### src/rtl/core/are_pkg.sv
// Package for the radial extent block: widths, register codes, queue item and FSM types.
// No dependencies; every other file of the block imports it.
`default_nettype none

package are_pkg;

    localparam int COORD_WIDTH_DEF   = 24;
    localparam int DIR_FRAC_BITS_DEF = 15;
    localparam int DIR_WIDTH         = 16;
    localparam logic signed [DIR_WIDTH-1:0] DIR_Z_RESET = 16'sh7FFF;

    localparam int CFG_INDEX_W    = 3;
    localparam int CFG_DATA_W_DEF = 24;

    localparam int COMP_BITS  = 26;
    localparam int SQ_W       = 2 * COMP_BITS;
    localparam int RAD_W      = 29;
    localparam int RAD_SHIFT  = 8;
    localparam int OPND_W     = SQ_W + RAD_SHIFT;
    localparam int ROOT_W     = OPND_W / 2;
    localparam int REM_W      = ROOT_W + 2;
    localparam int SQRT_CNT_W = $clog2(ROOT_W);

    localparam int FRONT_STAGES = 7;
    localparam int QUEUE_DEPTH  = 4;
    localparam int QPTR_W       = $clog2(QUEUE_DEPTH);

    typedef enum logic [CFG_INDEX_W-1:0] {
        REG_AXIS_POINT_X = 3'd0,
        REG_AXIS_POINT_Y = 3'd1,
        REG_AXIS_POINT_Z = 3'd2,
        REG_AXIS_DIR_X   = 3'd3,
        REG_AXIS_DIR_Y   = 3'd4,
        REG_AXIS_DIR_Z   = 3'd5
    } cfg_reg_t;

    typedef struct packed {
        logic [SQ_W-1:0] sq;
        logic            last;
    } queue_item_t;

    typedef enum logic {
        BACK_ACCUM,
        BACK_ROOT
    } back_state_t;

endpackage

`default_nettype wire

### src/rtl/core/are_ifs.sv
// Valid/ready channel interfaces: configuration writes, input points and results.
// Depends on are_pkg.
`default_nettype none


interface are_result_if;
    import are_pkg::*;

    logic             valid;
    logic             ready;
    logic [RAD_W-1:0] max_radius;
    logic [RAD_W-1:0] min_radius;

    modport source (output valid, max_radius, min_radius, input ready);
    modport sink (input valid, max_radius, min_radius, output ready);
endinterface

`default_nettype wire

### src/rtl/core/are_sqrt.sv
// Iterative integer square root, one result bit per cycle, of a squared distance
// scaled by 256; the root saturates to the radius width. Depends on are_pkg.
`default_nettype none

module are_sqrt (
    input  logic                     clk,
    input  logic                     rst_n,
    input  logic                     start,
    input  logic [are_pkg::SQ_W-1:0] operand,
    output logic                     busy,
    output logic [are_pkg::RAD_W-1:0] root
);
    import are_pkg::*;

    logic                  busy_reg;
    logic [SQRT_CNT_W-1:0] cnt_reg;
    logic [OPND_W-1:0]     op_reg;
    logic [REM_W-1:0]      rem_reg;
    logic [ROOT_W-1:0]     root_reg;
    logic [REM_W+1:0]      rem_shift;
    logic [REM_W+1:0]      trial;
    logic [REM_W-1:0]      rem_next;
    logic [ROOT_W-1:0]     root_next;

    always_comb
    begin
        rem_shift = {rem_reg, op_reg[OPND_W-1:OPND_W-2]};
        trial     = (REM_W + 2)'({root_reg, 2'b01});
        if (rem_shift >= trial)
        begin
            rem_next  = REM_W'(rem_shift - trial);
            root_next = {root_reg[ROOT_W-2:0], 1'b1};
        end
        else
        begin
            rem_next  = rem_shift[REM_W-1:0];
            root_next = {root_reg[ROOT_W-2:0], 1'b0};
        end
    end

    always_ff @(posedge clk or negedge rst_n)
    begin
        if (!rst_n)
        begin
            busy_reg <= 1'b0;
            cnt_reg  <= '0;
        end
        else if (start)
        begin
            busy_reg <= 1'b1;
            cnt_reg  <= SQRT_CNT_W'(ROOT_W - 1);
        end
        else if (busy_reg)
        begin
            if (cnt_reg == '0)
            begin
                busy_reg <= 1'b0;
            end
            cnt_reg <= cnt_reg - 1'b1;
        end
    end

    always_ff @(posedge clk)
    begin
        if (start)
        begin
            op_reg   <= {operand, {RAD_SHIFT{1'b0}}};
            rem_reg  <= '0;
            root_reg <= '0;
        end
        else if (busy_reg)
        begin
            op_reg   <= op_reg << 2;
            rem_reg  <= rem_next;
            root_reg <= root_next;
        end
    end

    assign busy = busy_reg;
    assign root = root_reg[ROOT_W-1] ? '1 : root_reg[RAD_W-1:0];

endmodule

`default_nettype wire

### src/rtl/core/are_back.sv
// Back end: tracks the largest and smallest squared distance of a set, takes the two
// roots at the end of the set and holds the result for transfer. Depends on are_pkg, are_sqrt.
`default_nettype none

module are_back (
    input  logic                 clk,
    input  logic                 rst_n,
    input  logic                 q_empty,
    input  are_pkg::queue_item_t q_item,
    output logic                 q_pop,
    are_result_if.source         results
);
    import are_pkg::*;

    back_state_t      state_reg;
    back_state_t      state_next;
    logic             started_reg;
    logic [SQ_W-1:0]  max_sq_reg;
    logic [SQ_W-1:0]  min_sq_reg;
    logic [SQ_W-1:0]  max_sq_next;
    logic [SQ_W-1:0]  min_sq_next;
    logic             res_valid_reg;
    logic [RAD_W-1:0] max_rad_reg;
    logic [RAD_W-1:0] min_rad_reg;
    logic             root_start;
    logic             res_load;
    logic             out_free;
    logic             roots_done;
    logic             max_busy;
    logic             min_busy;
    logic [RAD_W-1:0] max_root;
    logic [RAD_W-1:0] min_root;

    assign out_free   = !res_valid_reg || results.ready;
    assign roots_done = !max_busy && !min_busy;

    always_comb
    begin
        max_sq_next = (!started_reg || (q_item.sq > max_sq_reg)) ? q_item.sq : max_sq_reg;
        min_sq_next = (!started_reg || (q_item.sq < min_sq_reg)) ? q_item.sq : min_sq_reg;
    end

    always_comb
    begin
        state_next = state_reg;
        unique case (state_reg)
            BACK_ACCUM:
            begin
                if (!q_empty && q_item.last)
                begin
                    state_next = BACK_ROOT;
                end
            end
            BACK_ROOT:
            begin
                if (roots_done && out_free)
                begin
                    state_next = BACK_ACCUM;
                end
            end
            default: state_next = BACK_ACCUM;
        endcase
    end

    always_comb
    begin
        q_pop      = 1'b0;
        root_start = 1'b0;
        res_load   = 1'b0;
        unique case (state_reg)
            BACK_ACCUM:
            begin
                q_pop      = !q_empty;
                root_start = !q_empty && q_item.last;
            end
            BACK_ROOT:
            begin
                res_load = roots_done && out_free;
            end
            default: ;
        endcase
    end

    always_ff @(posedge clk or negedge rst_n)
    begin
        if (!rst_n)
        begin
            state_reg     <= BACK_ACCUM;
            started_reg   <= 1'b0;
            max_sq_reg    <= '0;
            min_sq_reg    <= '1;
            res_valid_reg <= 1'b0;
        end
        else
        begin
            state_reg <= state_next;
            if (q_pop)
            begin
                if (q_item.last)
                begin
                    started_reg <= 1'b0;
                    max_sq_reg  <= '0;
                    min_sq_reg  <= '1;
                end
                else
                begin
                    started_reg <= 1'b1;
                    max_sq_reg  <= max_sq_next;
                    min_sq_reg  <= min_sq_next;
                end
            end
            if (res_load)
            begin
                res_valid_reg <= 1'b1;
            end
            else if (results.ready)
            begin
                res_valid_reg <= 1'b0;
            end
        end
    end

    always_ff @(posedge clk)
    begin
        if (res_load)
        begin
            max_rad_reg <= max_root;
            min_rad_reg <= min_root;
        end
    end

    are_sqrt u_max_sqrt (
        .clk     (clk),
        .rst_n   (rst_n),
        .start   (root_start),
        .operand (max_sq_next),
        .busy    (max_busy),
        .root    (max_root)
    );

    are_sqrt u_min_sqrt (
        .clk     (clk),
        .rst_n   (rst_n),
        .start   (root_start),
        .operand (min_sq_next),
        .busy    (min_busy),
        .root    (min_root)
    );

    assign results.valid      = res_valid_reg;
    assign results.max_radius = max_rad_reg;
    assign results.min_radius = min_rad_reg;

endmodule

`default_nettype wire
### src/flat_wrapper.sv
// flat-port wrapper written by rule: the top's interface ports become plain ports
module are_back_flat import are_pkg::*;
  (clk, rst_n, q_empty, q_item, q_pop, results_valid, results_max_radius, results_min_radius, results_ready);
  are_result_if results_i ();
  input  logic clk;
  input  logic rst_n;
  input  logic q_empty;
  input  are_pkg::queue_item_t q_item;
  output logic q_pop;
  output wire logic [$bits(results_i.valid)-1:0] results_valid;
  output wire logic [$bits(results_i.max_radius)-1:0] results_max_radius;
  output wire logic [$bits(results_i.min_radius)-1:0] results_min_radius;
  input wire logic [$bits(results_i.ready)-1:0] results_ready;
  assign results_valid = results_i.valid;
  assign results_max_radius = results_i.max_radius;
  assign results_min_radius = results_i.min_radius;
  assign results_i.ready = results_ready;
  are_back u_core (.clk(clk), .rst_n(rst_n), .q_empty(q_empty), .q_item(q_item), .q_pop(q_pop), .results(results_i));
endmodule
### config.mk
export PLATFORM = sky130hd
export DESIGN_NAME = are_back_flat
export DESIGN_NICKNAME = d
export VERILOG_FILES = /design/src/rtl/core/are_pkg.sv /design/src/rtl/core/are_ifs.sv /design/src/rtl/core/are_sqrt.sv /design/src/rtl/core/are_back.sv /design/src/flat_wrapper.sv
export SDC_FILE = /design/constraint.sdc
export NUM_CORES = 1
export LEC_CHECK = 0
export BUFFER_PORTS_ARGS = -buffer_cell sky130_fd_sc_hd__clkbuf_2
export CAP_MARGIN = 20
export CORE_MARGIN = 5
export CORE_UTILIZATION = 56
export CTS_BUF_LIST = sky130_fd_sc_hd__clkbuf_16
export DETAILED_ROUTE_END_ITERATION = 12
export PLACE_DENSITY = 0.8
export SETUP_SLACK_MARGIN = 0.1
export SLEW_MARGIN = 20
export SYNTH_ARGS = -nofsm -noshare
export SYNTH_HDL_FRONTEND = slang
export SYNTH_SLANG_ARGS = --single-unit
export TNS_END_PERCENT = 5
### constraint.sdc
create_clock -name clk -period 7.3 [get_ports clk]
set_input_delay 0.365 -clock clk [delete_from_list [all_inputs] [get_ports clk]]
set_output_delay 0.365 -clock clk [all_outputs]
set_load 0.02 [all_outputs]
==> reports/qor.csv, run 1 <==
metric,value,unit
Setup TNS,0,ns
clock sink total,405,
first-pass GRT wire length,88.6,mm
RD Place Congestion,0.894,
area of the die,45600,um2
DR pass1 iterations,5,
MaxCap Viol Count,0,
CP startpoint kind,register,
share of cells above drive strength 1,10.9,%
maximum fanout along the worst path,59,
cts bufs inserted,43,
Post-synth top flop,edfxtp_1,
Tcrit/Tclk final,64.4,%
r2r setup slk,2.60,ns
WP data required,7.59,ns
final WL,54.4,mm
Worst EP arrival,5.00,ns
Syn Std Cell Area,23200,um2
hpwl dp,36.5,mm
status,"complete, no violations",
"Clk Latency, worst-skew pair",0.58,ns
worst min-delay path class,input port to register,
"EDFF count, synth",162,
Final min period,4.70,ns
Core Footprint,40900,um2
num rows,74,
placed cell count,2945,
DRC violations left,0,
RSZ-0062 raised after global routing,no,
Cell Pwr Density,542,nW/um2
Synth Register Bits,405,
CP Capture Type,register,
detailed-route wire length per cell,18.0,um
non-filler cells in the finished layout,3030,
starting DRC count in detailed routing,1097,
Slew headroom,25.3,%
root buffer cell,clkbuf_16,
Initial Util,56.6,%
Async SR Flop Fraction,29.4,%
initial antenna violation count,7,
Syn. warnings,0,
htree depth,2,
Pleak,11.9,nW
Multi-input gate area,11500,um2
FILL cells,3354,
IO buf count,116,
# IOs,117,
Clock transition at path regs,0.06,ns
CP Class,register to register,
Die Ht,213,um
Synth Net Count,2644,
antenna-violating nets left,0,
total gr overflow,0,
Setup Skew,0.0227,ns
largest net degree at the start of global routing,95,
Max Buffers Root-to-Sink,3,
post-synthesis cell count,2416,
Worst Tran Pin Value,1.12,ns
maximum clock rate,213,MHz
VDD IR-drop max,0.000254,V
Overall Global Routing Usage,23.4,%
Final Slew Violations,0,
Yosys cell types,69,
area added between synthesis and finish,9.83,%
sequential cell area fraction in the yosys report,44.8,%
sequential cell area,10400,um2
Die Wd,213,um
final setup fails,0,
via count,18140,
Mean Syn Cell Area,9.59,um2
# nets final,2688,
vias in the first global route,17986,
CTS tree,built,
Via-to-Cell Ratio,5.99,
Final Hold Vio Count,0,
## through the flow
stage / setup slack (ns) / hold slack [ns] / area [um2] / power, mW / util, %
after global placement: 2.90 / 0.468 / 24000 / 11.3 / 58.7
after floorplan: 0.395 / 0.0694 / 23200 / 9.96 / -
after global routing: 2.25 / 0.119 / 25500 / 14.9 / 62.2
final: 2.60 / 0.111 / 25500 / 13.8 / 62.2
after detailed placement: 2.76 / 0.482 / 24000 / 11.5 / 58.7
after CTS: 2.63 / 0.0767 / 25400 / 13.8 / 62.1
## cell usage after synthesis, types with 5 or more instances
master,number,share of area (%)
a211oi_1,11,0.36
a21o_1,76,2.5
a21oi_1,104,2.2
a22o_1,52,2.0
a311oi_1,58,2.2
a31o_2,5,0.19
a31oi_1,15,0.40
and2_1,7,0.19
and3_1,7,0.19
and4_1,9,0.34
buf_1,11,0.18
buf_2,23,0.50
buf_6,5,0.24
clkbuf_1,93,1.5
dfrtp_1,67,7.2
dfstp_2,52,5.9
dfxtp_1,124,11
edfxtp_1,162,21
ha_1,171,9.2
inv_1,195,3.2
mux2i_1,178,7.7
nand2_1,304,4.9
nand2b_1,10,0.27
nand3_1,26,0.56
nand4_1,31,0.84
nor2_1,176,2.9
nor2b_1,11,0.30
nor3_1,24,0.52
nor4_1,37,1.0
o211ai_1,18,0.58
o21a_1,22,0.71
o21ai_0,166,3.6
o21bai_1,9,0.29
o22a_1,25,0.94
o31ai_1,6,0.19
or2_2,8,0.22
or3_1,6,0.16
xnor2_1,35,1.3
xor2_1,21,0.79
## power breakdown
| part | internal, mW | switching (mW) |
|---|---|---|
| logic | 3.09 | 4.14 |
| registers | 3.69 | 0.697 |
| clock network | 1.27 | 0.914 |
## layout make-up
class	count	area share, %
Multi-Input combinational cell	1681	45.3
Sequential cell	405	40.8
Clock buffer	44	4.33
Inverter	195	2.88
Timing Repair Buffer	134	2.86
Tap cell	532	2.61
Clock inverter	36	1.15
Antenna cell	3	0.0295
## kinds of logic after synthesis
kind of cell,Yosys count,share of synthesized area (%)
AOI/OAI and AO/OA,605,17.6
xor gates and xnor gates,56,2.12
adders and majority gates,171,9.23
buffers and inverters,330,5.68
DFF,405,44.8
muxes,178,7.69
and+or+nand+nor,671,12.9
## worst max-delay path: stages, from the launching register on
cell     delay, ns
dfstp_2       0.54
inv_1         0.04
ha_1          0.30
nand2_1       0.07
nor4_1        0.47
nand4_1       0.22
nor4_1        0.50
inv_1         0.09
nor3_1        0.28
a221o_4       0.71
buf_4         0.72
mux2i_1       0.29
o21ai_0       0.11
## layer usage
layer  share of wire [%]  track usage (%)
met5                0.15                0
met2                  48             40.0
met3                 5.8             4.65
met4                 2.3             7.15
met1                  44             30.2
## cell usage in the layout (no fill, tap or decap), drive strengths merged, types with 6 or more instances in the layout
cell type / instances
o22a: 25
nor4: 37
a21o: 76
nor3: 25
xor2: 21
nor2: 177
xnor2: 35
a211oi: 12
clkinv: 18
or2: 8
inv: 208
o211ai: 18
nand4: 31
o21a: 22
buf: 18
mux2i: 178
a22o: 52
and3: 7
dfstp: 52
or3: 6
o21ai: 166
dfrtp: 67
o21bai: 9
a21oi: 105
nand3: 26
a31oi: 15
nand2b: 10
and2: 7
a311oi: 58
ha: 171
dfxtp: 124
and4: 9
clkbuf: 159
edfxtp: 162
nor2b: 11
o31ai: 6
nand2: 304
## what timing repair did
item	4_1_cts	5_1_grt
buffers inserted	0	0
endpoints found under the hold margin	42	0
hold buffers	1	0
gates resized for setup	0	0
## worst paths after layout
check / start / endpoint / cells after the start
hold reg to reg: u_core.u_min_sqrt.root_reg[29] / u_core.u_min_sqrt.root_reg[29] / 2
setup reg to reg: u_core.min_sq_reg[49] / u_core.u_min_sqrt.op_reg[21] / 12
min in group asynchronous: rst_n / u_core.max_sq_reg[34] / 2
hold / removal: q_item[46] / u_core.max_sq_reg[45] / 2
max in group asynchronous: rst_n / u_core.u_min_sqrt.busy / 3
setup / recovery: u_core.min_sq_reg[49] / u_core.u_min_sqrt.op_reg[21] / 12
Note: power is estimated with default switching activity, not from simulation.
==> run 2: changes to the inputs <==
clock period = 4.3 ns   (was 7.3 ns; I/O delays follow)
==> run 2 against run 1 <==
Combinational power rose by 74%; clock-buffer cell count fell by 1; first-iteration DRC count rose by 28%; sequential share of layout area fell by 0.78 points; largest cell class unchanged; power rose by 69%; via count rose by 0.56%; die area did not move; maximum frequency rose by 19%; setup slack got worse by 2.3 ns; clock power rose by 58%; highest routed layer is now met4; sequential power rose by 68%.
==> reports/qor.csv, run 2 (synthesis gave the netlist of run 1 again) <==
metric,value,unit,change
status,"complete, no violations",,unchanged
final instance area,26000,um2,"was 25,500 um2"
Worst EP arrival,4.24,ns,was 5.00 ns
Worst Tran Pin Value,1.12,ns,about the same
Clock transition at path regs,0.06,ns,about the same
# IOs,117,,unchanged
CP Class,register to register,,unchanged
total gr overflow,0,,unchanged
critical path launch point,u_core.min_sq_reg[49],,unchanged
most frequent cells in the layout,"nand2_1, inv_1, mux2i_1, nor2_1, ha_1",,unchanged
Pleak,12.1,nW,was 11.9 nW
FILL cells,3335,,"was 3,354"
first-pass GRT wire length,91.1,mm,was 88.6 mm
DR pass1 iterations,7,,was 5
starting DRC count in detailed routing,1405,,"was 1,097"
area of the die,45600,um2,unchanged
Setup Skew,0.0165,ns,was 0.0227 ns
final setup fails,0,,unchanged
Via-to-Cell Ratio,5.91,,was 5.99
cts bufs inserted,43,,unchanged
MaxCap Viol Count,0,,unchanged
final core utilization,63.4,%,was 62.2%
htree depth,2,,unchanged
final WL,54.8,mm,was 54.4 mm
Final Hold Vio Count,0,,unchanged
Final min period,3.96,ns,was 4.70 ns
Die Wd,213,um,unchanged
DRC violations left,0,,unchanged
worst min-delay path class,input port to register,,unchanged
largest net degree at the start of global routing,108,,was 95
Tcrit/Tclk final,92.0,%,was 64.4%
hold_sp,q_item[12],,was q_item[46]
num rows,74,,unchanged
detailed-route wire length per cell,17.7,um,was 18.0 um
# nets final,2747,,"was 2,688"
maximum fanout along the worst path,25,,was 59
Overall Global Routing Usage,23.9,%,was 23.4%
IO buf count,116,,unchanged
CP Capture Type,register,,unchanged
maximum clock rate,253,MHz,was 213 MHz
"Clk Latency, worst-skew pair",0.57,ns,was 0.58 ns
VDD IR-drop max,0.000441,V,was 0.000254 V
Final Slew Violations,0,,unchanged
vias in the first global route,18430,,was 18.0k
Max Buffers Root-to-Sink,3,,unchanged
placed inst area,24200,um2,"was 24,000 um2"
Initial Util,56.6,%,unchanged
hpwl dp,36.7,mm,was 36.5 mm
initial antenna violation count,5,,was 7
Setup TNS,0,ns,unchanged
worst r2r src,u_core.min_sq_reg[49],,unchanged
Cell Pwr Density,901,nW/um2,was 542 nW/um2
WP data required,4.58,ns,was 7.59 ns
CP startpoint kind,register,,unchanged
total chip power,23.4,mW,was 13.8 mW
share of cells above drive strength 1,11.3,%,was 10.9%
RD Place Congestion,0.893,,was 0.894
via count,18242,,was 18.1k
RSZ-0062 raised after global routing,yes,,was no
"commonest non-fill, non-tap cell in the layout",nand2_1,,unchanged
antenna-violating nets left,0,,unchanged
area added between synthesis and finish,12.0,%,was 9.83%
Slew headroom,25.6,%,was 25.3%
clock sink total,405,,unchanged
CTS tree,built,,unchanged
Die Ht,213,um,unchanged
root buffer cell,clkbuf_16,,unchanged
Core Footprint,40900,um2,unchanged
-- run 2: changes by cell type in the layout (fill, tap and decap cells not counted), moves of 2 or more --
cell / delta
diode_2: +2
clkinv_1: -2
buf_4: +11
clkinv_4: +2
clkinvlp_4: +3
buf_12: +5
bufinv_16: -4
dlygate4sd3_1: +44
-- run 2: report_power, final --
group | internal, mW | switching [mW] | leakage, nW
clock network | 1.88 | 1.55 | 0.664
registers | 6.27 | 1.10 | 4.09
logic | 5.40 | 7.17 | 7.35
total | 13.6 | 9.82 | 12.1
-- run 2: path summary, 6_finish.rpt --
path / to / slack (ns) / depth (start not counted)
worst min register to register: u_core.u_max_sqrt.rem_reg[15] / 0.49 / 2
worst max-delay path: u_core.u_min_sqrt.op_reg[38] / 0.34 / 12
max in group asynchronous: u_core.min_sq_reg[0] / 3.14 / 3
worst max register to register: u_core.u_min_sqrt.op_reg[38] / 0.34 / 12
worst min-delay path: u_core.max_sq_reg[11] / 0.03 / 2
min in group asynchronous: u_core.max_sq_reg[46] / 0.30 / 2
-- run 2: metrics by stage --
stage / setup slack [ns] / hold WS [ns] / instances
after floorplan: 1.07 / -0.0806 / 2416
after global placement: 0.582 / 0.338 / 2961
after detailed placement: 0.383 / 0.354 / 2961
after CTS: 0.329 / 0.00294 / 3084
after global routing: 0.0954 / 0.0187 / 3088
final: 0.342 / 0.0268 / 3089
-- run 2: per-layer routing --
| metal | vias up | wire, um | track usage [%] | share of wire [%] |
|---|---|---|---|---|
| met5 | - | 0 | 0 | 0 |
| met4 | 0 | 1270 | 6.67 | 2.3 |
| met3 | 91 | 3020 | 4.05 | 5.5 |
| met2 | 443 | 26500 | 40.8 | 48 |
| met1 | 8787 | 24000 | 31.7 | 44 |
| li1 | 8921 | - | - | - |
-- run 2: critical path, stage by stage, from the launching register on --
cell and delay [ns]:
dfstp_2 0.54, inv_1 0.05, ha_1 0.29, nand2_1 0.06
nor4_1 0.46, nand4_1 0.20, nor4_1 0.57, inv_1 0.10
nor3_1 0.28, a221o_4 0.31, buf_4 0.43, mux2i_1 0.27
o21ai_0 0.09
-- run 2: area by class of cell --
| cell class | instances | area [um2] | share of cell area, % |
|---|---|---|---|
| Multi-Input combinational cell | 1681 | 11500 | 44.4 |
| Inverter | 195 | 732 | 2.82 |
| Clock buffer | 43 | 1080 | 4.15 |
| Sequential cell | 405 | 10400 | 40.1 |
| Clock inverter | 35 | 199 | 0.767 |
| Timing Repair Buffer | 193 | 1340 | 5.15 |
| Tap cell | 532 | 666 | 2.56 |
| Antenna cell | 5 | 12.5 | 0.0482 |
-- run 2: timing repair --
action	in CTS	in global routing
setup buffers	0	0
resized for setup	0	1
hold buffers	45	0
endpoints found under the hold margin	96	0
setup endpoints to repair	0	27
