[config.mk]
export PLATFORM = sky130hd
export DESIGN_NAME = are_fifo
export DESIGN_NICKNAME = d
export VERILOG_FILES = /design/src/rtl/core/are_pkg.sv /design/src/rtl/core/are_fifo.sv
export SDC_FILE = /design/constraint.sdc
export NUM_CORES = 1
export LEC_CHECK = 0
export BUFFER_PORTS_ARGS = -buffer_cell sky130_fd_sc_hd__buf_4
export CAP_MARGIN = 20
export CORE_MARGIN = 5
export CORE_UTILIZATION = 50
export DETAILED_ROUTE_END_ITERATION = 16
export MAX_ROUTING_LAYER = met4
export PLACE_DENSITY = 0.71
export SYNTH_ARGS = -nofsm -noshare
export SYNTH_HDL_FRONTEND = slang
export SYNTH_SLANG_ARGS = --single-unit
[constraint.sdc]
create_clock -name clk -period 6.7 [get_ports clk]
set_clock_uncertainty 0.1 [all_clocks]
set_input_delay 0.67 -clock clk [delete_from_list [all_inputs] [get_ports clk]]
set_output_delay 0.67 -clock clk [all_outputs]
set_load 0.005 [all_outputs]
[src/rtl/core/are_pkg.sv]
// Package for the radial extent block: widths, register codes, queue item and FSM types.
// No dependencies; every other file of the block imports it.
`default_nettype none

package are_pkg;

    localparam int COORD_WIDTH_DEF   = 24;
    localparam int DIR_FRAC_BITS_DEF = 15;
    localparam int DIR_WIDTH         = 16;
    localparam logic signed [DIR_WIDTH-1:0] DIR_Z_RESET = 16'sh7FFF;

    localparam int CFG_INDEX_W    = 3;
    localparam int CFG_DATA_W_DEF = 24;

    localparam int COMP_BITS  = 26;
    localparam int SQ_W       = 2 * COMP_BITS;
    localparam int RAD_W      = 29;
    localparam int RAD_SHIFT  = 8;
    localparam int OPND_W     = SQ_W + RAD_SHIFT;
    localparam int ROOT_W     = OPND_W / 2;
    localparam int REM_W      = ROOT_W + 2;
    localparam int SQRT_CNT_W = $clog2(ROOT_W);

    localparam int FRONT_STAGES = 7;
    localparam int QUEUE_DEPTH  = 4;
    localparam int QPTR_W       = $clog2(QUEUE_DEPTH);

    typedef enum logic [CFG_INDEX_W-1:0] {
        REG_AXIS_POINT_X = 3'd0,
        REG_AXIS_POINT_Y = 3'd1,
        REG_AXIS_POINT_Z = 3'd2,
        REG_AXIS_DIR_X   = 3'd3,
        REG_AXIS_DIR_Y   = 3'd4,
        REG_AXIS_DIR_Z   = 3'd5
    } cfg_reg_t;

    typedef struct packed {
        logic [SQ_W-1:0] sq;
        logic            last;
    } queue_item_t;

    typedef enum logic {
        BACK_ACCUM,
        BACK_ROOT
    } back_state_t;

endpackage

`default_nettype wire

[src/rtl/core/are_fifo.sv]
// Four-entry queue of squared distances between the front pipeline and the back end.
// Depends on are_pkg.
`default_nettype none

module are_fifo (
    input  logic                 clk,
    input  logic                 rst_n,
    input  logic                 push,
    input  are_pkg::queue_item_t push_item,
    input  logic                 pop,
    output are_pkg::queue_item_t pop_item,
    output logic                 full,
    output logic                 empty
);
    import are_pkg::*;

    queue_item_t       entry_reg [QUEUE_DEPTH];
    logic [QPTR_W-1:0] wr_ptr_reg;
    logic [QPTR_W-1:0] rd_ptr_reg;
    logic [QPTR_W:0]   count_reg;

    assign full     = (count_reg == (QPTR_W + 1)'(QUEUE_DEPTH));
    assign empty    = (count_reg == '0);
    assign pop_item = entry_reg[rd_ptr_reg];

    always_ff @(posedge clk)
    begin
        if (push)
        begin
            entry_reg[wr_ptr_reg] <= push_item;
        end
    end

    always_ff @(posedge clk or negedge rst_n)
    begin
        if (!rst_n)
        begin
            wr_ptr_reg <= '0;
            rd_ptr_reg <= '0;
            count_reg  <= '0;
        end
        else
        begin
            if (push)
            begin
                wr_ptr_reg <= wr_ptr_reg + 1'b1;
            end
            if (pop)
            begin
                rd_ptr_reg <= rd_ptr_reg + 1'b1;
            end
            if (push && !pop)
            begin
                count_reg <= count_reg + 1'b1;
            end
            else if (pop && !push)
            begin
                count_reg <= count_reg - 1'b1;
            end
        end
    end

endmodule

`default_nettype wire

==> run summary, run 1 <==
outcome: finished clean
Distinct cells, synth: 19
min Tclk post-route: 3.17 ns
DR iter-0 viols: 216
Post-synth EDFFs: 212
DP Wirelength: 8290 um
die area: 18900 sq um
CP startpoint kind: flip-flop
final wirelength: 14300 um
root buffer cell: clkbuf_16
Worst-path clk slew: 0.06 ns
Vias: 3634
Synth Instances: 311
top cells by count, synth: edfxtp_1 (212), mux4_2 (48), dfrtp_1 (7), buf_2 (6)
Skew-Pair Late Insertion Delay: 0.48 ns
Setup TNS: 0 ns
post-synthesis sequential area ratio: 0.807
MaxCap Viol Count: 0
Overall Power: 4.24 mW
first-pass GRT wire length: 21900 um
RSZ-0062 raised after global routing: no
global route overflow: 0
Nets: 504
fin. max-slew vios: 0
Vias per Instance: 5.40
synthesized area: 8110 sq um
CP Class: reg -> out
# DRC: 0
post-detailed-route count of antenna-violating nets: 0
Setup-failing EPs final: 0
Core ar.: 15900 sq um
Pwr Density: 430 nW/um^2
Syn-to-layout area delta: 21.6%
Synth Warn #: 0
Synth top area share: 0.785
PortBufs: 111
largest fanout on the critical path: 28
Finished Layout Cells: 673
antenna cells: 0
placed inst area: 9120 sq um
fmax: 315 MHz
FFs w/ async S/R, synth: 0.0320
post-synthesis mux area share: 0.151
ranking of synthesized cells by area: edfxtp_1 (78%), mux4_2 (13%), dfrtp_1 (2.2%)
Final Cell Area: 9860 sq um
Initial Util: 0.511
DIE HEIGHT: 137 um
number of synthesized register bits: 219
main combinational cell family by area after synthesis: multiplexers
Top FF cell, synth: edfxtp_1
final setup margin: 3.53 ns
Pre-antenna DRT Iters: 4
share of cells above drive strength 1: 0.446
max reg flops: 212
Critical R2R Launch: wr_ptr_reg[1]
fin crit share: 0.473
global placer's final weighted congestion: 0.740
Num CTS Buffers: 22
Post-Place Cells: 631
post-synthesis xor/xnor area fraction: 0.00648
number of H-tree levels: 1
HP Start: pop
CP Launch Point: rd_ptr_reg[1]
initial antenna violation count: 0
Avg Inst Size Synth: 26.1 sq um
complex-gate fraction of the synthesized area: 0.000617
syn_nets: 374
Worst-Margin Slew: 0.812 ns
TritonCTS clock tree: yes
DIE WIDTH: 137 um
vias in the first global route: 3936
FP Rows: 46
crit path capture type: primary output
Leakage: 3.42 nW
Hold/Removal Path Class: in -> reg
Synth Area in Adders: 0.0102
IO Count: 112
Worst EP required: 5.93 ns
clock sinks: 219
WL/cell: 21.2 um
Slew HR: 0.459
top-count cell post-synth: edfxtp_1
pin count of the biggest net entering global routing: 56
Clock Path Buffers: 3
pre-CTS WS: 3.88 ns
simple-gate share of the synthesized area: 0.00602
VDD IR max: 0.000197 V
post-synth top area cell: edfxtp_1
Final Hold Fails: 0
GR Util All Layers: 0.159
data arrival time of the worst path: 2.40 ns
routing by layer:
metal  global-route usage  share of wire  vias up
met4               0.0371          0.014        0
met5                    -              0        -
met1                0.202           0.40     1915
met2                0.263           0.51      113
li1                     -              -     1583
met3               0.0394          0.070       23
repair_timing:
| action | CTS | global route |
|---|---|---|
| setup buffers | 0 | 0 |
| hold buffers | 1 | 0 |
| gates resized for setup | 0 | 0 |
| endpoints found under the hold margin | 7 | 0 |
| endpoints found under the setup margin | 0 | 0 |
cell usage in the layout, fill, tap and decap left out, drive strengths merged:
cell	Yosys	layout
edfxtp	212	212
buf	12	117
mux4	53	53
clkbuf	0	29
clkinv	0	8
dfrtp	7	7
ha	5	5
inv	4	4
and2	4	4
xor2	4	4
xnor2	2	2
nand2	2	2
bufinv	0	2
nor3	1	1
nor3b	1	1
mux2	1	1
o21ai	1	1
nor2	1	1
fa	1	1
clkinvlp	0	1
dlygate4sd3	0	1
logic make-up (layout without fill, tap and decap cells):
family | Yosys count | after routing
buffers and inverters | 16 | 162
muxes | 54 | 54
AOI/OAI and AO/OA | 1 | 1
DFF | 219 | 219
adders and majority gates | 6 | 6
and+or+nand+nor | 9 | 9
xor gates and xnor gates | 6 | 6
worst max-delay path, stage by stage, from the launching register on:
cell and delay, ns:
dfrtp_2 0.81, buf_4 0.52, mux4_2 0.40, buf_4 0.16
final timing paths:
path,to,slack (ns),depth (start not counted)
max in group asynchronous,rd_ptr_reg[0],5.93,2
hold / removal,rd_ptr_reg[0],0.27,2
setup / recovery,pop_item[25],3.53,3
min in group asynchronous,count_reg[1],0.43,2
hold reg to reg,count_reg[2],0.40,1
setup reg to reg,entry_reg[0][13],4.76,4
report_power, final:
part           switching [mW]  total (mW)  internal (mW)
Combinational           0.494        1.15          0.652
Sequential              0.135        1.93           1.80
Clock                   0.457        1.16          0.705
Total                    1.09        4.24           3.16
layout make-up:
| class | instances | area, sq um |
|---|---|---|
| repair buffers | 118 | 908 |
| multi-input cells | 76 | 1420 |
| clock buffers | 29 | 598 |
| fillers | 1129 | 6020 |
| well taps | 216 | 270 |
| inverters | 4 | 15.0 |
| flip-flops and latches | 219 | 6550 |
| clock inverters | 11 | 105 |
through the flow:
stage,hold slack (ns),utilization
after floorplan,0.274,-
after global placement,0.374,0.574
after CTS,0.254,0.619
after detailed placement,0.396,0.574
after global routing,0.260,0.621
final,0.274,0.621
No activity file was read; power rests on OpenSTA's default activity.
==> inputs of run 2 (changes only) <==
--- a/config.mk
+++ b/config.mk
@@ -5,13 +5,14 @@
 export SDC_FILE = /design/constraint.sdc
 export NUM_CORES = 1
 export LEC_CHECK = 0
+export ABC_AREA = 1
 export BUFFER_PORTS_ARGS = -buffer_cell sky130_fd_sc_hd__buf_4
 export CAP_MARGIN = 20
 export CORE_MARGIN = 5
 export CORE_UTILIZATION = 50
 export DETAILED_ROUTE_END_ITERATION = 16
 export MAX_ROUTING_LAYER = met4
-export PLACE_DENSITY = 0.71
+export PLACE_DENSITY = 0.7
 export SYNTH_ARGS = -nofsm -noshare
 export SYNTH_HDL_FRONTEND = slang
 export SYNTH_SLANG_ARGS = --single-unit
==> constraint.sdc (replaced) <==
create_clock -name clk -period 2.95 [get_ports clk]
set_clock_uncertainty 0.1 [all_clocks]
set_input_delay 0.295 -clock clk [delete_from_list [all_inputs] [get_ports clk]]
set_output_delay 0.295 -clock clk [all_outputs]
set_load 0.005 [all_outputs]
==> run 2 against run 1 <==
Net effect: sequential power grew 130%; critical path depth grew 1; non-clock buffer count grew 62; register-to-register slack lost 3.7 ns; design area grew 16%; area after synthesis grew 13%; highest routed layer unchanged.
==> run summary, run 2 <==
Clock Path Buffers: 3 (unchanged)
Synth Warn #: 0 (unchanged)
Top FF cell, synth: edfxtp_1
global placer's final weighted congestion: 0.737 (-0.43%)
pin count of the biggest net entering global routing: 90 (+61%)
Psw: 3.52 mW (+220%)
Pint: 7.23 mW (+130%)
Overall Power: 10.8 mW (+150%)
VDD IR max: 0.000634 V (+220%)
top cells by count, synth: edfxtp_1 (212), nand2_1 (172), inv_1 (117), o211ai_2 (59), o211ai_1 (47)
ranking of synthesized cells by area: edfxtp_1 (69%), o211ai_2 (8.0%), nand2_1 (7.0%)
fin. max-slew vios: 0 (unchanged)
Worst-Margin Slew: 0.714 ns (-0.0976 ns)
data arrival time of the worst path: 2.17 ns (-0.23 ns)
FF+latch area: 6550 sq um (about the same)
max reg flops: 212 (unchanged)
top-count cell post-synth: edfxtp_1
Slew HR: 0.524 (+0.0650)
Avg Inst Size Synth: 13.8 sq um (-47%)
sequential share of power: 0.405 (-0.051)
Post-CTS Repair Setup Buffers: 0 (unchanged)
synthesized area: 9170 sq um (+13%)
post-synthesis sequential area ratio: 0.713 (-0.0933)
Synth top area share: 0.694 (-0.0908)
Vias per Instance: 5.00 (-7.4%)
Nets: 898 (+78%)
area of the multi-input gates: 1880 sq um (+33%)
syn_nets: 729 (+95%)
DR iter-0 viols: 230 (+6.5%)
first-pass GRT wire length: 29100 um (+33%)
post-synth top area cell: edfxtp_1
CP startpoint kind: flip-flop
root buffer cell: clkbuf_16
CP Class: reg -> out
Core ar.: 18000 sq um (+13%)
largest fanout on the critical path: 54 (+93%)
Worst EP required: 2.56 ns (-3.37 ns)
Worst-path clk slew: 0.06 ns (about the same)
WL/cell: 16.4 um (-22%)
GR Util All Layers: 0.173 (+0.0138)
sw frac: 0.327 (+0.0711)
vias in the first global route: 5725 (+45%)
DP Wirelength: 10400 um (+26%)
commonest non-fill, non-tap cells in the layout: edfxtp_1 (212), nand2_1 (172), buf_4 (119)
FP Rows: 49 (+6.5%)
Setup TNS: 0 ns (unchanged)
share of cells above drive strength 1: 0.257 (-0.189)
PortBufs: 111 (unchanged)
Skew-Pair Late Insertion Delay: 0.49 ns (about the same)
Num CTS Buffers: 23 (+4.5%)
TritonCTS clock tree: yes
Initial Util: 0.509 (-0.00174)
IO Count: 112 (unchanged)
final wirelength: 17800 um (+25%)
min Tclk post-route: 2.57 ns
DIE HEIGHT: 145 um (+5.9%)
Final Hold Fails: 0 (unchanged)
DIE WIDTH: 145 um (+5.9%)
Pre-antenna DRT Iters: 5 (+1)
clock sinks: 219 (unchanged)
# DRC: 0 (unchanged)
Setup-failing EPs final: 0 (unchanged)
Vias: 5403 (+49%)
RSZ-0062 raised after global routing: no
die area: 21200 sq um (+12%)
Comb pwr share: 0.356 (+0.086)
FFs w/ async S/R, synth: 0.0320 (unchanged)
outcome: finished clean
commonest non-fill, non-tap cell in the layout: edfxtp_1
clock power share: 0.240 (-0.034)
number of synthesized register bits: 219 (unchanged)
Post-synth EDFFs: 212 (unchanged)
Syn-to-layout area delta: 24.2%
number of H-tree levels: 1 (unchanged)
Distinct cells, synth: 20 (+1)
Leakage: 4.65 nW (+36%)
MaxCap Viol Count: 0 (unchanged)
Synth Instances: 666 (+110%)
fin crit share: 0.871
crit path capture type: primary output
fmax: 389 MHz
fillers: 1333 (+18%)
Hold/Removal Path Class: in -> async
initial antenna violation count: 0 (unchanged)
global route overflow: 0 (unchanged)
antenna cells: 0 (unchanged)
Pwr Density: 944 nW/um^2 (+120%)
post-detailed-route count of antenna-violating nets: 0 (unchanged)
## run 2: cell count changes after synthesis, sizes merged, moves of 4 or more
cell and change:
buf +23, mux4 -53, and2 -4, o211ai +106
inv +114, nand2 +170
## run 2: logic make-up (layout without fill, tap and decap cells)
group | after synthesis | in the layout | synth area share
xor gates and xnor gates | 4 | 4 | 0.00382
DFF | 219 | 219 | 0.713
buffers and inverters | 154 | 339 | 0.0817
and+or+nand+nor | 176 | 176 | 0.0727
adders and majority gates | 6 | 6 | 0.00900
AOI/OAI and AO/OA | 107 | 107 | 0.120
## run 2: worst max-delay path, cell delays in order (launching register included)
cell and delay (ns):
dfrtp_4 0.63, inv_4 0.59, o211ai_1 0.20, nand2_1 0.13
buf_4 0.11
## run 2: metrics by stage
| stage | cells | area [sq um] | hold WS (ns) | setup WS [ns] | utilization |
|---|---|---|---|---|---|
| floorplan | 666 | 9170 | -0.101 | 0.740 | - |
| global placement | 983 | 10200 | 0.0148 | 0.883 | 0.563 |
| detailed placement | 983 | 10200 | 0.0179 | 0.829 | 0.563 |
| CTS | 1080 | 11400 | 0.0356 | 0.308 | 0.632 |
| global route | 1080 | 11400 | 0.0658 | 0.248 | 0.632 |
| finish | 1080 | 11400 | 0.0616 | 0.381 | 0.632 |
## run 2: metal layers
metal  wire length (um)  up-vias  global-route usage
li1                   -     2641                   -
met1               7540     2604               0.216
met2               9110      133               0.293
met3                887       25              0.0315
met4                225        0              0.0443
met5                  0        -                   -
## run 2: what timing repair did
| item | in CTS | in global routing |
|---|---|---|
| hold buffers | 56 | 0 |
| resized for setup | 0 | 0 |
| hold endpoints to repair | 223 | 0 |
## run 2: power by group through the flow
stage / logic [mW] / registers, mW / clock network (mW)
final: 3.82 / 4.35 / 2.58
after global routing: 4.26 / 4.41 / 2.78
after CTS: 3.92 / 4.36 / 2.64
after detailed placement: 3.83 / 4.42 / 0
after global placement: 3.75 / 4.38 / 0
after floorplan: 2.52 / 4.29 / 0
## run 2: worst paths after layout
| path | start | end | slack [ns] | cells after the start |
|---|---|---|---|---|
| hold / removal | rst_n | rd_ptr_reg[0] | 0.06 | 2 |
| min in group clk | wr_ptr_reg[0] | wr_ptr_reg[0] | 0.43 | 1 |
| setup / recovery | rd_ptr_reg[1] | pop_item[15] | 0.38 | 4 |
| hold reg to reg | wr_ptr_reg[0] | wr_ptr_reg[0] | 0.43 | 1 |
| setup reg to reg | wr_ptr_reg[0] | entry_reg[2][14] | 1.04 | 5 |
| max in group asynchronous | rst_n | rd_ptr_reg[1] | 2.55 | 2 |
## run 2: area by class of cell
cell class              count  share of cell area
clock buffers              27              0.0518
well taps                 229              0.0251
repair buffers            180               0.136
flip-flops and latches    219               0.575
multi-input cells         293               0.165
clock inverters            14             0.00769
inverters                 118              0.0391
==> inputs of run 3 (changes only) <==
--- a/config.mk
+++ b/config.mk
@@ -13,6 +13,7 @@
 export DETAILED_ROUTE_END_ITERATION = 16
 export MAX_ROUTING_LAYER = met4
 export PLACE_DENSITY = 0.7
+export REMOVE_ABC_BUFFERS = 1
 export SYNTH_ARGS = -nofsm -noshare
 export SYNTH_HDL_FRONTEND = slang
 export SYNTH_SLANG_ARGS = --single-unit
==> run 3 against run 2 <==
Net effect: design area shrank 0.41%; worst setup slack lost 0.13 ns; sequential share of layout area grew 0.23 points; clock power shrank 4%; via count grew 0.31%; non-clock buffer count shrank 2; register-to-register slack lost 0.03 ns; sequential power grew 4%; sequential cell count is the same; global-route usage grew 0.78 points; count of clock-buffer cells in the layout grew 1.
==> run summary, run 3 (same netlist as run 2, synthesis figures left out) <==
fin. max-slew vios: 0 (unchanged)
CTS hold repair buffers: 56 (unchanged)
# resized after CTS: 0 (unchanged)
CP max-delay cell: dfrtp_4
MaxCap Viol Count: 0 (unchanged)
FF+latch area: 6550 sq um (unchanged)
# DRC: 0 (unchanged)
global placer's final weighted congestion: 0.741 (+0.58%)
Core ar.: 18000 sq um (unchanged)
CP Class: reg -> out
Pre-antenna DRT Iters: 5 (unchanged)
DP Wirelength: 11000 um (+5.7%)
Setup TNS: 0 ns (unchanged)
antenna cells: 0 (unchanged)
pin count of the biggest net entering global routing: 63 (-30%)
FP Rows: 49 (unchanged)
Hold/Removal Path Class: in -> async
outcome: finished clean
Vias per Instance: 5.05 (+0.88%)
VDD IR max: 0.000540 V (-15%)
CP startpoint kind: flip-flop
fmax: 371 MHz (-4.7%)
Syn-to-layout area delta: 23.7%
TritonCTS clock tree: yes
Post-CTS Repair Setup Buffers: 0 (unchanged)
max reg flops: 212 (unchanged)
die area: 21200 sq um (unchanged)
first-pass GRT wire length: 30300 um (+3.9%)
Num CTS Buffers: 22 (-4.3%)
RSZ-0062 raised after global routing: no
share of cells above drive strength 1: 0.256 (-0.00172)
IO Count: 112 (unchanged)
Final Hold Fails: 0 (unchanged)
Worst EP required: 2.56 ns (about the same)
global route overflow: 0 (unchanged)
Clock Path Buffers: 3 (unchanged)
GR Util All Layers: 0.181 (+0.00775)
initial antenna violation count: 0 (unchanged)
fillers: 1379 (+3.5%)
Worst-Margin Slew: 0.774 ns (+0.0602 ns)
Slew HR: 0.484 (-0.0401)
WL/cell: 17.2 um (+4.9%)
number of H-tree levels: 1 (unchanged)
Initial Util: 0.509 (unchanged)
data arrival time of the worst path: 2.30 ns (+0.13 ns)
DIE WIDTH: 145 um (unchanged)
WHS: 0.0703 ns (+0.00874 ns)
critical path, cell by cell: inv_4, o211ai_1, nand2_1, buf_4
crit path capture type: primary output
vias in the first global route: 5674 (-0.89%)
Nets: 895 (-0.33%)
commonest non-fill, non-tap cell in the layout: edfxtp_1
root buffer cell: clkbuf_16
clock sinks: 219 (unchanged)
Pwr Density: 943 nW/um^2 (about the same)
Crit path largest cell delay: 0.69 ns (+0.06 ns)
final wirelength: 18500 um (+4.3%)
post-detailed-route count of antenna-violating nets: 0 (unchanged)
fin crit share: 0.913 (+0.0427)
DIE HEIGHT: 145 um (unchanged)
PortBufs: 111 (unchanged)
Setup-failing EPs final: 0 (unchanged)
min Tclk post-route: 2.69 ns (+0.126 ns)
Worst-path clk slew: 0.06 ns (about the same)
largest fanout on the critical path: 54 (unchanged)
Vias: 5420 (+0.31%)
Leakage: 4.63 nW (-0.46%)
commonest non-fill, non-tap cells in the layout: edfxtp_1 (212), nand2_1 (172), buf_4 (116)
DR iter-0 viols: 320 (+39%)
area of the multi-input gates: 1880 sq um (unchanged)
Skew-Pair Late Insertion Delay: 0.49 ns (about the same)
[run 3: area by class of cell]
| type | instances | area share |
|---|---|---|
| multi-input cells | 293 | 0.166 |
| repair buffers | 178 | 0.137 |
| flip-flops and latches | 219 | 0.577 |
| clock buffers | 28 | 0.0524 |
| well taps | 229 | 0.0253 |
| inverters | 118 | 0.0393 |
| clock inverters | 9 | 0.00353 |
[run 3: final timing paths]
| check | start | end | slack (ns) | cells past startpoint |
|---|---|---|---|---|
| worst max-delay path | rd_ptr_reg[1] | pop_item[20] | 0.26 | 4 |
| worst min-delay path | rst_n | rd_ptr_reg[0] | 0.07 | 2 |
| worst max register to register | wr_ptr_reg[0] | entry_reg[2][38] | 1.01 | 5 |
| worst min register to register | count_reg[2] | count_reg[2] | 0.44 | 2 |
| max in group asynchronous | rst_n | rd_ptr_reg[1] | 2.54 | 2 |
| min in group clk | count_reg[2] | count_reg[2] | 0.44 | 2 |
[run 3: worst max-delay path, delay by kind of cell, from the launching register on]
family / cells / cell delay [ns]
AOI/OAI and AO/OA: 1 / 0.18
and+or+nand+nor: 1 / 0.16
DFF: 1 / 0.69
buffers and inverters: 2 / 0.72
[run 3: per-stage QoR]
step	area [sq um]	utilization	instances	worst slack (ns)	total power, mW
global placement	10200	0.563	981	0.767	8.17
detailed placement	10200	0.563	981	0.768	8.31
finish	11300	0.630	1074	0.256	10.7
floorplan	8870	-	630	-2.19	6.28
CTS	11300	0.630	1074	0.224	10.9
global route	11300	0.630	1074	0.0987	11.4
[run 3: per-layer routing]
layer | track usage | routed length [um] | vias to the layer above
li1 | - | - | 2639
met1 | 0.240 | 8170 | 2631
met2 | 0.297 | 9150 | 121
met3 | 0.0321 | 925 | 29
met4 | 0.0359 | 281 | 0
met5 | - | 0 | -
[run 3: where the power goes]
group | total, mW | internal (mW) | switching (mW)
Sequential | 4.51 | 4.08 | 0.425
Combinational | 3.73 | 1.65 | 2.07
Clock | 2.47 | 1.41 | 1.06
